==> src/rtl/assert_macros.svh <==
// ---------------------------------------------------------------------------
// assert_macros.svh
// shared concurrent assertion macros
// ---------------------------------------------------------------------------
`ifndef ASSERT_MACROS_SVH
`define ASSERT_MACROS_SVH

// check a property at every rising edge outside reset
`define ASSERT_CLK(lbl, clk, rst_n, prop) \
  lbl: assert property (@(posedge clk) disable iff (!rst_n) (prop)) \
    else $error("assertion failed");

// implication form, same clocking
`define ASSERT_IMP(lbl, clk, rst_n, pre, post) \
  lbl: assert property (@(posedge clk) disable iff (!rst_n) (pre) |-> (post)) \
    else $error("assertion failed");

`endif

==> src/rtl/pvc_pkg.sv <==
// ---------------------------------------------------------------------------
// pvc_pkg
// shared types and constants of the particle verlet and collider pipeline
// ---------------------------------------------------------------------------
package pvc_pkg;

  localparam int FRACTION_BITS = 16;
  localparam int C_W           = 24;   // coordinate width
  localparam int SQ_IN_W       = 46;   // radicand width (below r squared)
  localparam int SQ_ROOT_W     = SQ_IN_W / 2;
  localparam int DIV_DEN_W     = 23;
  localparam int DIV_Q_W       = 24;
  localparam int DIV_NUM_W     = DIV_DEN_W + DIV_Q_W;
  localparam int FRONT_STAGES  = 6;
  localparam int SIDE_DEPTH    = SQ_ROOT_W + 2 + DIV_Q_W;
  localparam int LATENCY       = FRONT_STAGES + SIDE_DEPTH;

  typedef logic signed [C_W-1:0] coord_t;

  typedef enum logic [1:0] {
    MODE_NONE   = 2'd0,
    MODE_SPHERE = 2'd1,
    MODE_CUBE   = 2'd2,
    MODE_UNUSED = 2'd3
  } mode_t;

  typedef enum logic [1:0] {
    CONTACT_NONE   = 2'd0,
    CONTACT_SPHERE = 2'd1,
    CONTACT_CUBE   = 2'd2,
    CONTACT_CENTRE = 2'd3
  } contact_t;

  typedef enum logic [2:0] {
    REG_GRAVITY_X   = 3'd0,
    REG_GRAVITY_Y   = 3'd1,
    REG_GRAVITY_Z   = 3'd2,
    REG_STEP_SQ     = 3'd3,
    REG_SPHERE_R    = 3'd4,
    REG_CUBE_H      = 3'd5,
    REG_MODE        = 3'd6,
    REG_NONE        = 3'd7
  } reg_index_t;

  typedef struct packed {
    coord_t               pos_x;
    coord_t               pos_y;
    coord_t               pos_z;
    coord_t               prev_x;
    coord_t               prev_y;
    coord_t               prev_z;
    logic [C_W-1:0]       inv_mass;
  } in_word_t;

  typedef struct packed {
    coord_t               new_x;
    coord_t               new_y;
    coord_t               new_z;
    coord_t               old_x;
    coord_t               old_y;
    coord_t               old_z;
    logic [1:0]           contact;
    logic                 saturated;
  } out_word_t;

endpackage

==> src/rtl/pvc_isqrt.sv <==
// ---------------------------------------------------------------------------
// pvc_isqrt
// pipelined integer square root, one result bit per stage
// ---------------------------------------------------------------------------
module pvc_isqrt import pvc_pkg::*; (
  input  logic                 clk,
  input  logic [SQ_IN_W-1:0]   v_i,
  output logic [SQ_ROOT_W-1:0] root_o
);

  localparam int RW = SQ_ROOT_W + 2;

  logic [SQ_IN_W-1:0]   val_r  [SQ_ROOT_W];
  logic [SQ_ROOT_W-1:0] root_r [SQ_ROOT_W];
  logic [RW-1:0]        rem_r  [SQ_ROOT_W];

  for (genvar i = 0; i < SQ_ROOT_W; i++) begin : g_stage
    logic [SQ_IN_W-1:0]   src_val;
    logic [SQ_ROOT_W-1:0] src_root;
    logic [RW-1:0]        src_rem;
    logic [RW+1:0]        rem_t;
    logic [RW+1:0]        trial;

    if (i == 0) begin : g_first
      assign src_val  = v_i;
      assign src_root = '0;
      assign src_rem  = '0;
    end else begin : g_next
      assign src_val  = val_r[i-1];
      assign src_root = root_r[i-1];
      assign src_rem  = rem_r[i-1];
    end

    assign rem_t = {src_rem, src_val[SQ_IN_W-1 -: 2]};
    assign trial = {2'b00, src_root, 2'b01};

    always_ff @(posedge clk) begin
      val_r[i] <= {src_val[SQ_IN_W-3:0], 2'b00};
      if (rem_t >= trial) begin
        rem_r[i]  <= RW'(rem_t - trial);
        root_r[i] <= {src_root[SQ_ROOT_W-2:0], 1'b1};
      end else begin
        rem_r[i]  <= RW'(rem_t);
        root_r[i] <= {src_root[SQ_ROOT_W-2:0], 1'b0};
      end
    end
  end

  assign root_o = root_r[SQ_ROOT_W-1];

endmodule

==> config.mk <==
export PLATFORM = sky130hd
export DESIGN_NAME = pvc_isqrt
export DESIGN_NICKNAME = d
export VERILOG_FILES = /design/src/rtl/assert_macros.svh /design/src/rtl/pvc_pkg.sv /design/src/rtl/pvc_isqrt.sv
export SDC_FILE = /design/constraint.sdc
export NUM_CORES = 2
export LEC_CHECK = 0
export BUFFER_PORTS_ARGS = -buffer_cell sky130_fd_sc_hd__buf_2
export CAP_MARGIN = 20
export CORE_MARGIN = 2
export CORE_UTILIZATION = 56
export DETAILED_ROUTE_END_ITERATION = 7
export GPL_TIMING_DRIVEN = 1
export PLACE_DENSITY = 0.86
export SLEW_MARGIN = 20
export SYNTH_ARGS = -nofsm -noshare
export SYNTH_HDL_FRONTEND = slang
export SYNTH_SLANG_ARGS = --single-unit
==> constraint.sdc <==
create_clock -name clk -period 2.7 [get_ports clk]
set_input_delay 0.27 -clock clk [delete_from_list [all_inputs] [get_ports clk]]
set_output_delay 0.27 -clock clk [all_outputs]
set_load 0.02 [all_outputs]
==> qor.csv <==
stage;metric;value;unit
timing;finalHoldViolations;0;
synth;syn-num-nets;4976;
timing;tns;-2.873;ns
critical_path;crit_fanout;7;
critical_path;cpMostUsedCell;or4_4;
grt;grt_pass1_wl;161.0;mm
finish;layout-drive-gt1-share;0.1765;
floorplanning;io_pins;70;
timing;rsz0062_at_grt;yes;
finish;syn_to_final_growth;21.19;%
grt;grt_pass1_vias;33930;
clocking;cts_tree;done;
synth;async_reset_ff_frac;0;
critical_path;path_cells;or4_4 -> or4_4 -> or3_4 -> nor3_4 -> nand4_1 -> buf_6 -> and3_4 -> nand2_1 -> xnor2_1;
run_status;status;finished with violations;
grt;antenna_found_initial;0;
synth;syn_area;47350;sq um
place;dpl.hpwl;68.40;mm
power;seq_power_share;0.485;
synth;ys_warn_count;0;
finish;layout_common_cells;dfxtp_1 (1264), inv_1 (357), nor2_1 (284), buf_4 (282), nand2_1 (279);
timing;period_needed;2.817;ns
floorplanning;num_rows;106;
route;wl_per_cell;16.59;um
timing;clock.fmax;355.0;MHz
clocking;cts_buffer_depth;3;
synth;synth-seq-cells;1300;
critical_path;cp.arrival;3.46;ns
finish;final_common_cell;dfxtp_1;
synth;synth-edff-count;0;
critical_path;endpoint_kind;flip-flop;
route;wirelength;105.1;mm
floorplanning;core_area;83690;sq um
finish;fill_cells;5598;
critical_path;critPathMaxStageDelay;0.54;ns
place;gp_congestion;0.9079;
synth;post_synth_num_cell_types;85;
floorplanning;initial_core_util;0.5658;
critical_path;worstSetupPathType;flip-flop to flip-flop;
place;portBuffers;69;
place;dp_slack;-0.2218;ns
synth;synthCells;4629;
critical_path;cp_top_family;simple AND/OR/NAND/NOR gates;
power;p_comb_frac;0.188;
grt;grt_max_degree;33;
power;vdd_ir_drop_max;0.8095;mV
critical_path;slowest_stage;or4_4;
timing;setup_slack;-0.1166;ns
grt;track_usage;0.2247;
timing;fin_crit_sh;1.043;
power;internal_power;36.51;mW
route;drc;0;
clocking;cts_num_sinks;1300;
finish;diodes;0;
route;via_per_inst;5.425;
floorplanning;die_w;294.8;um
route;first_pass_iters;8;
run_status;violations;setup timing;
clocking;ctsRootBufferMaster;clkbuf_16;
min_path;worstHoldPathType;input port to flip-flop;
route;drtAntennaViolNets;0;
floorplanning;die_area;86890;sq um
timing;maxSlewViolCount;0;
finish;final_util;0.6856;
synth;syn_avg_cell_area;10.23;sq um
route;num_vias;34370;
timing;worst_slew_pin_slew;0.7604;ns
timing;setup-violations-final;48;
critical_path;cp_data_required_time;3.34;ns
power;p_sw;14.62;mW
timing;finClkSkew;0.04351;ns
grt;grt_overflow;0;
timing;max_slew_margin;0.4884;
finish;nNetsFinal;5448;
flow_run;maxCapViolations;0;
clocking;clk_latency;0.73;ns
floorplanning;dieHeight;294.8;um
route;drt_iter0_drc;2202;
power;clkPwrFrac;0.327;
synth;synth-main-ff-cell;dfxtp_1;
synth;ys_seq_area_frac;0.5497;
critical_path;crit_path_start_kind;flip-flop;
clocking;clk_pin_slew_worst_paths;0.06;ns
power;p_leak;26.62;nW
critical_path;cp_num_buf_inv;1;
power;power.density;891.1;nW/um^2
clocking;htree_num_levels;3;
power;p_sw_frac;0.2859;
clocking;cts_made_buffers;120;
metal layers:
metal / wire length, um / global-route usage
met1: 42550 / 0.2586
met2: 53500 / 0.4102
met3: 4631 / 0.03454
met4: 4398 / 0.09843
met5: 0 / 0
layout make-up:
cell class | instances | area (sq um) | area share
Inverter | 377 | 1419 | 0.02473
Sequential cell | 1300 | 26070 | 0.4543
Clock buffer | 178 | 3522 | 0.06138
Timing Repair Buffer | 430 | 3445 | 0.06003
Tap cell | 1134 | 1419 | 0.02473
Clock inverter | 44 | 471.7 | 0.008221
Multi-Input combinational cell | 2872 | 21030 | 0.3666
path summary, 6_finish.rpt:
kind                    startpoint              endpoint  slack, ns  depth (start not counted)
min                        v_i[41]  val_r[0][41]$_DFF_P_       0.17                          2
max reg2reg    rem_r[2][9]$_DFF_P_  rem_r[3][14]$_DFF_P_      -0.12                          9
min reg2reg  val_r[3][171]$_DFF_P_  val_r[4][41]$_DFF_P_       0.32                          0
max            rem_r[2][9]$_DFF_P_  rem_r[3][14]$_DFF_P_      -0.12                          9
synthesized netlist by cell type, types with 44 or more instances:
cell type  count  area share
a21oi_1      287       0.030
nor4_1        59      0.0078
nor3_1       121       0.013
inv_1        374       0.030
nand2b_1      58      0.0077
nor2b_1       47      0.0062
nand4_1       51      0.0067
clkbuf_1      68      0.0054
o21a_1        78       0.012
nor2_1       294       0.023
a21o_1        84       0.013
nand2_1      285       0.023
nand3_1       82      0.0087
o21ai_0      223       0.024
xor2_1       181       0.033
dfxtp_1     1300        0.55
xnor2_1      229       0.042
mux2_2        44       0.010
ha_1         300       0.079
registers in the layout, indices dropped and copies added, names as in the netlist:
signal and cells:
rem_r 518, val_r 506, root_r 276
through the flow:
| step | cell area (sq um) | power, mW | instances | hold WS, ns |
|---|---|---|---|---|
| 5_1_grt | 57380 | 53.38 | 6335 | 0.1586 |
| 2_1_floorplan | 47360 | 30.53 | 4629 | 0.2977 |
| 6_report | 57380 | 51.13 | 6335 | 0.1722 |
| 4_1_cts | 55750 | 50.47 | 6292 | 0.1318 |
| 3_5_place_dp | 50880 | 33.46 | 6012 | 0.3121 |
| 3_3_place_gp | 50880 | 33.15 | 6012 | 0.3097 |
cells by family after synthesis:
group	Yosys count	share of synthesized area
buffers and inverters	459	0.03676
multiplexers	58	0.01350
AND/OR/NAND/NOR	1211	0.1287
AO/OA/AOI/OAI	890	0.1161
other	1	0.00007920
XOR/XNOR	410	0.07584
adder cells (fa/ha/maj)	300	0.07928
flip-flops	1300	0.5497
repair_timing:
item / CTS / global route
resized for setup: 72 / 274
endpoints found under the hold margin: 47 / 0
pin swaps: 20 / 108
hold buffers: 47 / 0
buffers inserted: 10 / 39
endpoints found under the setup margin: 164 / 305
gates cloned: 1 / 7
power by group through the flow:
stage | Sequential (mW) | Clock [mW] | Combinational (mW)
floorplan | 24.2 | 0 | 6.37
global placement | 24.9 | 0 | 8.28
detailed placement | 24.9 | 0 | 8.53
CTS | 24.6 | 17.0 | 8.88
global route | 25.1 | 17.7 | 10.6
finish | 24.8 | 16.7 | 9.60
Power figures use the tool's default switching activity.
